[config.mk]
export PLATFORM = sky130hd
export DESIGN_NAME = protocol_line_tokenizer_top_flat
export DESIGN_NICKNAME = d
export VERILOG_FILES = /design/src/plt_pkg.sv /design/src/plt_if.sv /design/src/plt_parse.sv /design/src/plt_out_reg.sv /design/src/protocol_line_tokenizer_top.sv /design/src/flat_wrapper.sv
export SDC_FILE = /design/constraint.sdc
export NUM_CORES = 1
export LEC_CHECK = 0
export BUFFER_PORTS_ARGS = -buffer_cell sky130_fd_sc_hd__buf_4
export CAP_MARGIN = 0
export CORE_ASPECT_RATIO = 1.1
export CORE_MARGIN = 2
export CORE_UTILIZATION = 55
export CTS_CLUSTER_DIAMETER = 120
export DETAILED_ROUTE_END_ITERATION = 10
export PLACE_DENSITY = 0.77
export SYNTH_ARGS = -nofsm -noshare
export SYNTH_HDL_FRONTEND = slang
export SYNTH_SLANG_ARGS = --single-unit
[constraint.sdc]
create_clock -name i_clk -period 3.06 [get_ports i_clk]
set_input_delay 0.306 -clock i_clk [delete_from_list [all_inputs] [get_ports i_clk]]
set_output_delay 0.306 -clock i_clk [all_outputs]
set_load 0.05 [all_outputs]
[src/plt_pkg.sv]
// Shared types and constants of the protocol line tokenizer.
package plt_pkg;

    localparam int PLT_LINE_CAPACITY = 512;
    localparam int PLT_MAX_TOKENS    = 16;

    localparam logic [7:0] CHAR_NUL   = 8'h00;
    localparam logic [7:0] CHAR_LF    = 8'h0A;
    localparam logic [7:0] CHAR_CR    = 8'h0D;
    localparam logic [7:0] CHAR_SPACE = 8'h20;
    localparam logic [7:0] CHAR_COLON = 8'h3A;

    typedef enum logic [1:0] {
        KIND_BYTE = 2'd0,
        KIND_END  = 2'd1,
        KIND_LINE = 2'd2
    } t_kind;

    typedef enum logic [1:0] {
        MODE_SPLIT   = 2'd0,
        MODE_COLON   = 2'd1,
        MODE_DISCARD = 2'd2
    } t_mode;

    typedef struct packed {
        t_kind       kind;
        logic [7:0]  data_byte;
        logic [3:0]  token_index;
        logic [4:0]  token_count;
    } t_result;

endpackage

[src/plt_if.sv]
// Valid/ready channel interfaces for received bytes and tokenizer results.
interface plt_byte_if;
    logic       valid;
    logic       ready;
    logic [7:0] rx_byte;

    modport source (output valid, output rx_byte, input ready);
    modport sink (input valid, input rx_byte, output ready);
endinterface

interface plt_tok_if;
    logic       valid;
    logic       ready;
    logic [1:0] kind;
    logic [7:0] data_byte;
    logic [3:0] token_index;
    logic [4:0] token_count;

    modport source (output valid, output kind, output data_byte, output token_index,
                    output token_count, input ready);
    modport sink (input valid, input kind, input data_byte, input token_index,
                  input token_count, output ready);
endinterface

[src/plt_parse.sv]
// Input register, line state and per-byte tokenizing decision logic.
module plt_parse #(
    parameter int LINE_CAPACITY = plt_pkg::PLT_LINE_CAPACITY,
    parameter int MAX_TOKENS    = plt_pkg::PLT_MAX_TOKENS
) (
    input  logic              i_clk,
    input  logic              i_rst_n,
    plt_byte_if.sink          i_rx,
    output logic              o_res_valid,
    output plt_pkg::t_result  o_res,
    input  logic              i_res_ready
);

    localparam int LW = $clog2(LINE_CAPACITY + 1);
    localparam int PW = $clog2(MAX_TOKENS + 1);

    logic                 r_in_valid;
    logic [7:0]           r_in_byte;

    logic [LW-1:0]        r_line_length, n_line_length;
    logic [PW-1:0]        r_param_count, n_param_count;
    plt_pkg::t_mode       r_parse_mode, n_parse_mode;
    logic                 r_token_empty, n_token_empty;
    logic                 r_line_has_text, n_line_has_text;

    logic                 has_res;
    logic                 fire;
    logic                 in_ready;
    logic [PW-1:0]        cnt;
    logic [PW-1:0]        pc_inc;
    logic [31:0]          cnt_ext;
    plt_pkg::t_result     res;

    assign fire     = r_in_valid && (!has_res || i_res_ready);
    assign in_ready = !r_in_valid || fire;
    assign i_rx.ready = in_ready;

    assign o_res_valid = r_in_valid && has_res;
    assign o_res       = res;

    always_ff @(posedge i_clk) begin
        if (!i_rst_n) begin
            r_in_valid <= 1'b0;
        end else if (in_ready) begin
            r_in_valid <= i_rx.valid;
        end
        if (in_ready && i_rx.valid) begin
            r_in_byte <= i_rx.rx_byte;
        end
    end

    always_ff @(posedge i_clk) begin
        if (!i_rst_n) begin
            r_line_length   <= '0;
            r_param_count   <= '0;
            r_parse_mode    <= plt_pkg::MODE_SPLIT;
            r_token_empty   <= 1'b1;
            r_line_has_text <= 1'b0;
        end else if (fire) begin
            r_line_length   <= n_line_length;
            r_param_count   <= n_param_count;
            r_parse_mode    <= n_parse_mode;
            r_token_empty   <= n_token_empty;
            r_line_has_text <= n_line_has_text;
        end
    end

    always_comb begin
        n_line_length   = r_line_length;
        n_param_count   = r_param_count;
        n_parse_mode    = r_parse_mode;
        n_token_empty   = r_token_empty;
        n_line_has_text = r_line_has_text;
        has_res         = 1'b0;
        res.kind        = plt_pkg::KIND_BYTE;
        res.data_byte   = 8'h00;
        res.token_index = 4'(r_param_count);
        res.token_count = 5'd0;
        pc_inc          = r_param_count + PW'(1);
        cnt             = pc_inc;
        cnt_ext         = 32'(cnt);

        if (r_in_byte == plt_pkg::CHAR_NUL) begin
            has_res = 1'b0;
        end else if (r_in_byte == plt_pkg::CHAR_LF || r_in_byte == plt_pkg::CHAR_CR) begin
            if (r_line_has_text) begin
                if (r_parse_mode == plt_pkg::MODE_SPLIT ||
                    r_parse_mode == plt_pkg::MODE_COLON) begin
                    cnt = pc_inc;
                end else begin
                    cnt = r_param_count;
                end
                cnt_ext         = 32'(cnt);
                has_res         = 1'b1;
                res.kind        = plt_pkg::KIND_LINE;
                res.token_index = 4'(cnt_ext - 32'd1);
                res.token_count = 5'(cnt_ext);
            end
            n_line_length   = '0;
            n_param_count   = '0;
            n_parse_mode    = plt_pkg::MODE_SPLIT;
            n_token_empty   = 1'b1;
            n_line_has_text = 1'b0;
        end else if (r_line_length < LW'(LINE_CAPACITY)) begin
            n_line_length   = r_line_length + LW'(1);
            n_line_has_text = 1'b1;
            case (r_parse_mode)
                plt_pkg::MODE_COLON: begin
                    has_res       = 1'b1;
                    res.data_byte = r_in_byte;
                end
                plt_pkg::MODE_SPLIT: begin
                    has_res = 1'b1;
                    if (r_in_byte == plt_pkg::CHAR_SPACE) begin
                        res.kind      = plt_pkg::KIND_END;
                        n_param_count = pc_inc;
                        n_token_empty = 1'b1;
                        if (pc_inc >= PW'(MAX_TOKENS)) begin
                            n_parse_mode = plt_pkg::MODE_DISCARD;
                        end
                    end else begin
                        if (r_token_empty && r_param_count != '0 &&
                            r_in_byte == plt_pkg::CHAR_COLON) begin
                            n_parse_mode = plt_pkg::MODE_COLON;
                        end
                        n_token_empty = 1'b0;
                        res.data_byte = r_in_byte;
                    end
                end
                default: begin
                    has_res = 1'b0;
                end
            endcase
        end
    end

endmodule

[src/plt_out_reg.sv]
// Result register driving the output channel.
module plt_out_reg (
    input  logic              i_clk,
    input  logic              i_rst_n,
    input  logic              i_res_valid,
    input  plt_pkg::t_result  i_res,
    output logic              o_res_ready,
    plt_tok_if.source         o_tok
);

    logic              r_valid;
    plt_pkg::t_result  r_res;
    logic              load;

    assign o_res_ready = !r_valid || o_tok.ready;
    assign load        = i_res_valid && o_res_ready;

    always_ff @(posedge i_clk) begin
        if (!i_rst_n) begin
            r_valid <= 1'b0;
        end else if (o_res_ready) begin
            r_valid <= i_res_valid;
        end
        if (load) begin
            r_res <= i_res;
        end
    end

    assign o_tok.valid       = r_valid;
    assign o_tok.kind        = r_res.kind;
    assign o_tok.data_byte   = r_res.data_byte;
    assign o_tok.token_index = r_res.token_index;
    assign o_tok.token_count = r_res.token_count;

endmodule

[src/protocol_line_tokenizer_top.sv]
// An accepted byte goes through the input register and then the result register before its result is valid.
// Throughput: one byte per cycle; a result held at the output stalls the input register.
// Bytes that give no result (NUL, dropped, discarded) retire without using the output.
// Reset: synchronous active-low i_rst_n clears channel valids and line state.
// No memory, so no clearing pass after reset.
module protocol_line_tokenizer_top #(
    parameter int LINE_CAPACITY = plt_pkg::PLT_LINE_CAPACITY,
    parameter int MAX_TOKENS    = plt_pkg::PLT_MAX_TOKENS
) (
    input  logic        i_clk,
    input  logic        i_rst_n,
    plt_byte_if.sink    i_rx,
    plt_tok_if.source   o_tok
);

    logic              res_valid;
    logic              res_ready;
    plt_pkg::t_result  res;

    plt_parse #(
        .LINE_CAPACITY (LINE_CAPACITY),
        .MAX_TOKENS    (MAX_TOKENS)
    ) u_parse (
        .i_clk       (i_clk),
        .i_rst_n     (i_rst_n),
        .i_rx        (i_rx),
        .o_res_valid (res_valid),
        .o_res       (res),
        .i_res_ready (res_ready)
    );

    plt_out_reg u_out_reg (
        .i_clk       (i_clk),
        .i_rst_n     (i_rst_n),
        .i_res_valid (res_valid),
        .i_res       (res),
        .o_res_ready (res_ready),
        .o_tok       (o_tok)
    );

    a_line_count: assert property (@(posedge i_clk) disable iff (!i_rst_n)
        o_tok.valid && o_tok.kind == plt_pkg::KIND_LINE |->
            o_tok.token_index == 4'(o_tok.token_count - 5'd1))
        else $error("line end index does not match count");

    a_count_only_line: assert property (@(posedge i_clk) disable iff (!i_rst_n)
        o_tok.valid && o_tok.kind != plt_pkg::KIND_LINE |-> o_tok.token_count == 5'd0)
        else $error("count set on non line-end transaction");

    a_data_only_byte: assert property (@(posedge i_clk) disable iff (!i_rst_n)
        o_tok.valid && o_tok.kind != plt_pkg::KIND_BYTE |-> o_tok.data_byte == 8'h00)
        else $error("data set on marker transaction");

    a_byte_printable: assert property (@(posedge i_clk) disable iff (!i_rst_n)
        o_tok.valid && o_tok.kind == plt_pkg::KIND_BYTE |->
            o_tok.data_byte != plt_pkg::CHAR_NUL && o_tok.data_byte != plt_pkg::CHAR_CR &&
            o_tok.data_byte != plt_pkg::CHAR_LF)
        else $error("NUL or line terminator emitted as parameter byte");

    a_kind_legal: assert property (@(posedge i_clk) disable iff (!i_rst_n)
        res_valid |-> res.kind != 2'd3)
        else $error("illegal result kind");

endmodule

[src/flat_wrapper.sv]
// flat-port wrapper written by rule: the top's interface ports become plain ports
module protocol_line_tokenizer_top_flat 
#(
    parameter int LINE_CAPACITY = plt_pkg::PLT_LINE_CAPACITY,
    parameter int MAX_TOKENS    = plt_pkg::PLT_MAX_TOKENS
)
  (i_clk, i_rst_n, i_rx_valid, i_rx_rx_byte, i_rx_ready, o_tok_valid, o_tok_kind, o_tok_data_byte, o_tok_token_index, o_tok_token_count, o_tok_ready);
  plt_byte_if i_rx_i ();
  plt_tok_if o_tok_i ();
  input  logic i_clk;
  input  logic i_rst_n;
  input wire logic [$bits(i_rx_i.valid)-1:0] i_rx_valid;
  input wire logic [$bits(i_rx_i.rx_byte)-1:0] i_rx_rx_byte;
  output wire logic [$bits(i_rx_i.ready)-1:0] i_rx_ready;
  output wire logic [$bits(o_tok_i.valid)-1:0] o_tok_valid;
  output wire logic [$bits(o_tok_i.kind)-1:0] o_tok_kind;
  output wire logic [$bits(o_tok_i.data_byte)-1:0] o_tok_data_byte;
  output wire logic [$bits(o_tok_i.token_index)-1:0] o_tok_token_index;
  output wire logic [$bits(o_tok_i.token_count)-1:0] o_tok_token_count;
  input wire logic [$bits(o_tok_i.ready)-1:0] o_tok_ready;
  assign i_rx_i.valid = i_rx_valid;
  assign i_rx_i.rx_byte = i_rx_rx_byte;
  assign i_rx_ready = i_rx_i.ready;
  assign o_tok_valid = o_tok_i.valid;
  assign o_tok_kind = o_tok_i.kind;
  assign o_tok_data_byte = o_tok_i.data_byte;
  assign o_tok_token_index = o_tok_i.token_index;
  assign o_tok_token_count = o_tok_i.token_count;
  assign o_tok_i.ready = o_tok_ready;
  protocol_line_tokenizer_top #(.LINE_CAPACITY(LINE_CAPACITY), .MAX_TOKENS(MAX_TOKENS)) u_core (.i_clk(i_clk), .i_rst_n(i_rst_n), .i_rx(i_rx_i), .o_tok(o_tok_i));
endmodule
==> impl_metrics.env <==
export IMPL_outcome="complete, no violations"
export IMPL_fp_dieH_um=73.0
export IMPL_endpoint_kind="primary output"
export IMPL_cts_tree="done"
export IMPL_die_width_um=66.7
export IMPL_grt_pass1_wl_um=7140
export IMPL_gp_congestion=0.866
export IMPL_cts_setup_buffers=0
export IMPL_wire_per_inst_um=14.0
export IMPL_start_util=0.563
export IMPL_hp_class="in2reg"
export IMPL_drive_above_1_share=0.213
export IMPL_area_delta_synth_final_pct=16.3
export IMPL_yosys_warnings=0
export IMPL_hold_start="i_rx_rx_byte[6]"
export IMPL_drtAntennaViolNets=0
export IMPL_cp_num_buf_inv=3
export IMPL_vias=1761
export IMPL_crit_top_cell="inv_1"
export IMPL_min_to="u_core.u_parse.r_in_byte[6]$_DFFE_PP_"
export IMPL_clock_sinks=48
export IMPL_ys_flop_type="edfxtp_1"
export IMPL_hold_viol=0
export IMPL_maxCapViolCount=0
export IMPL_period_needed_ps=2730
export IMPL_wl_met2_um=2220
export IMPL_clockRootBuffer="clkbuf_8"
export IMPL_setup_viol=0
export IMPL_reg2reg_slack_ps=370
export IMPL_antenna_cells=0
export IMPL_placedInstanceArea_mm2=0.00266
export IMPL_worstPathCellList="nor4_4 > o2111ai_2 > inv_1 > o21ai_1 > nor2_1 > inv_1 > buf_4"
export IMPL_slew_headroom=0.595
export IMPL_syn_area_mm2=0.00238
export IMPL_power_share_clock=0.347
export IMPL_cpMaxStageDelayCell="edfxtp_1"
export IMPL_cts_resized=0
export IMPL_p_sw_frac=0.231
export IMPL_nNetsFinal=273
export IMPL_avgSynthCellArea_um2=10.6
export IMPL_grt_overflow=0
export IMPL_worstMarginPinSlew_ps=602
export IMPL_power_density_mw_per_mm2=465
export IMPL_grt_use_total=0.194
export IMPL_ys_seq_area_frac=0.518
export IMPL_slowest_delay_ps=490
export IMPL_fmax_mhz=366
export IMPL_die_area_mm2=0.00486
export IMPL_wl_met3_um=199
export IMPL_vias_per_cell=5.64
export IMPL_crit_type="reg2out"
export IMPL_ys_seq_elements=48
export IMPL_crit_required_ps=2750
export IMPL_cp_top_family="simple AND/OR/NAND/NOR gates"
export IMPL_top_layer_used="met4"
export IMPL_boundaryPins=33
export IMPL_grt_max_degree=20
export IMPL_drt_iter0_drc=185
export IMPL_report_final_slew_viol_count=0
export IMPL_core_area_mm2=0.00422
export IMPL_startpoint_type="flop"
export IMPL_synthCells=224
export IMPL_cp_max_fo=10
export IMPL_hold_slack_ps=177
export IMPL_ys_types=56
export IMPL_place_ws_ps=390
export IMPL_fin_area_mm2=0.00276
export IMPL_first_pass_iters=4
export IMPL_synth_edff_count=27
export IMPL_rsz0062_at_grt="false"
export IMPL_clkLatencyLatePin_ps=300
export IMPL_leakage_uw=0.000980
export IMPL_clk_pin_slew_ps=90
export IMPL_grt_antenna_before_repair=0
export IMPL_p_switching_uw=297
export IMPL_drc=0
export IMPL_p_int_uw=989
export IMPL_n_fill_cell=365
export IMPL_max_vdd_ir_drop_mv=0.266
export IMPL_grt_pass1_vias=1601
export IMPL_power_frac_comb=0.094
export IMPL_wl_met1_um=1870
export IMPL_fin_ws_ps=328
export IMPL_timing_rr_end="u_core.u_parse.r_token_empty$_SDFFE_PN1P_"
export IMPL_crit_arrival_ps=2430
export IMPL_fin_skew_ps=6.12
export IMPL_cts_hold_buf=0
export IMPL_p_seq_frac=0.559
export IMPL_clockBufferDepth=2
export IMPL_tns_ps=0
export IMPL_rows=25
export IMPL_seqCellArea_mm2=0.00123
export IMPL_async_flop_share=0
export IMPL_min_period_over_period=0.893
export IMPL_numPortBuffers=32
export IMPL_cts_made_buffers=5
export IMPL_r2r_start="u_core.u_parse.r_in_byte[4]$_DFFE_PP_"
export IMPL_multi_input_area_mm2=0.00107
export IMPL_min_path_cells=1
export IMPL_syn_nets=240
export IMPL_htree_levels=2
export IMPL_drt_wl_total_um=4360
export IMPL_dp_hpwl_um=3190
export IMPL_reg2regPathDepth=6
[state kept, by name, indices dropped and copies added, names as in the netlist]
signal,flops
u_core.u_parse.r_in_valid,1
u_core.u_out_reg.o_tok.data_byte,8
u_core.u_out_reg.o_tok.token_index,4
u_core.u_parse.r_line_length,10
u_core.u_out_reg.o_tok.token_count,5
u_core.u_parse.r_in_byte,8
u_core.u_out_reg.o_tok.valid,1
u_core.u_parse.r_parse_mode,2
u_core.u_out_reg.o_tok.kind,2
u_core.u_parse.r_token_empty,1
u_core.u_parse.r_param_count,5
u_core.u_parse.r_line_has_text,1
[through the flow]
| stage | instances | util | total power (uW) |
|---|---|---|---|
| floorplan | 224 | - | 816 |
| global placement | 304 | 0.629 | 854 |
| detailed placement | 304 | 0.629 | 856 |
| CTS | 312 | 0.655 | 1300 |
| global route | 312 | 0.655 | 1330 |
| finish | 312 | 0.655 | 1290 |
[synthesized netlist by cell type, types with 3 or more instances]
library cell | count | area share
nand2_1 | 17 | 0.027
clkbuf_1 | 5 | 0.0079
dfxtp_1 | 21 | 0.18
a21oi_1 | 10 | 0.021
xnor2_1 | 5 | 0.018
mux2i_1 | 5 | 0.021
nor4b_1 | 3 | 0.011
and2_1 | 8 | 0.021
o21ai_1 | 4 | 0.0084
o211ai_1 | 3 | 0.0095
nor3_1 | 4 | 0.0084
edfxtp_1 | 27 | 0.34
xor2_1 | 5 | 0.018
nand3_1 | 9 | 0.019
nand4_1 | 4 | 0.011
nor2_1 | 20 | 0.032
inv_1 | 5 | 0.0079
ha_1 | 4 | 0.021
o21ai_0 | 7 | 0.015
a31oi_1 | 4 | 0.011
or3_1 | 4 | 0.011
nand2b_1 | 3 | 0.0079
nor2b_1 | 4 | 0.011
[cell families after synthesis]
group / after synthesis / share of synthesized area
fa+ha+maj: 4 / 0.0211
flops: 48 / 0.518
buf+inv: 15 / 0.0311
compound gates: 46 / 0.133
mux: 7 / 0.0305
simple gates: 94 / 0.229
xor+xnor: 10 / 0.0368
[routing by layer]
| layer | track usage | vias up |
|---|---|---|
| met5 | 0 | - |
| met4 | 0.0726 | 0 |
| met3 | 0.0463 | 6 |
| met2 | 0.321 | 38 |
| met1 | 0.248 | 827 |
| li1 | - | 890 |
[cells in the final DEF, fill, tap and decap left out, drive strengths merged, types with 2 or more instances in the layout]
cell type / instances
and2: 8
o31ai: 2
mux2: 2
dfxtp: 21
clkinv: 2
inv: 5
o211a: 2
xnor2: 5
nor4: 2
a21oi: 12
o21ai: 11
nand3: 9
ha: 4
nor2: 21
a31oi: 4
nand2b: 3
and3: 2
xor2: 5
or3b: 2
nand4b: 2
o22ai: 2
nor2b: 4
nor3b: 2
nand4: 5
or3: 5
buf: 35
or4: 2
nor3: 4
nand2: 17
clkbuf: 6
o21bai: 2
mux2i: 5
nor4b: 3
edfxtp: 27
o211ai: 4
[power groups by stage]
stage               sequential (uW)  clock (uW)  combinational, uW
finish                          719         446                121
floorplan                       767           0               49.1
CTS                             720         460                122
global placement                734           0                120
global route                    722         481                130
detailed placement              734           0                122
[layout make-up]
cell class	instances	share of cell area
sequential	48	0.445
multi-input combinational	161	0.388
timing repair buffer	35	0.0951
clock buffer	6	0.0263
tap	54	0.0244
clock inverter	2	0.0127
inverter	6	0.00815
[worst max-delay path by stage]
stage                                                     start                                                end  slack [ps]  cells after the start
after floorplan           u_core.u_parse.r_in_byte[4]$_DFFE_PP_  u_core.u_out_reg.o_tok.data_byte[0]$_SDFFCE_PP0P_         370                      5
after global placement    u_core.u_parse.r_in_byte[4]$_DFFE_PP_          u_core.u_parse.r_token_empty$_SDFFE_PN1P_         470                      6
after detailed placement  u_core.u_parse.r_in_byte[4]$_DFFE_PP_          u_core.u_parse.r_token_empty$_SDFFE_PN1P_         390                      6
after CTS                 u_core.u_parse.r_in_byte[4]$_DFFE_PP_                                         i_rx_ready         310                      7
after global routing      u_core.u_parse.r_in_byte[4]$_DFFE_PP_                                         i_rx_ready          90                      7
final                     u_core.u_parse.r_in_byte[4]$_DFFE_PP_                                         i_rx_ready         330                      7
(Power assumes the default switching activity.)
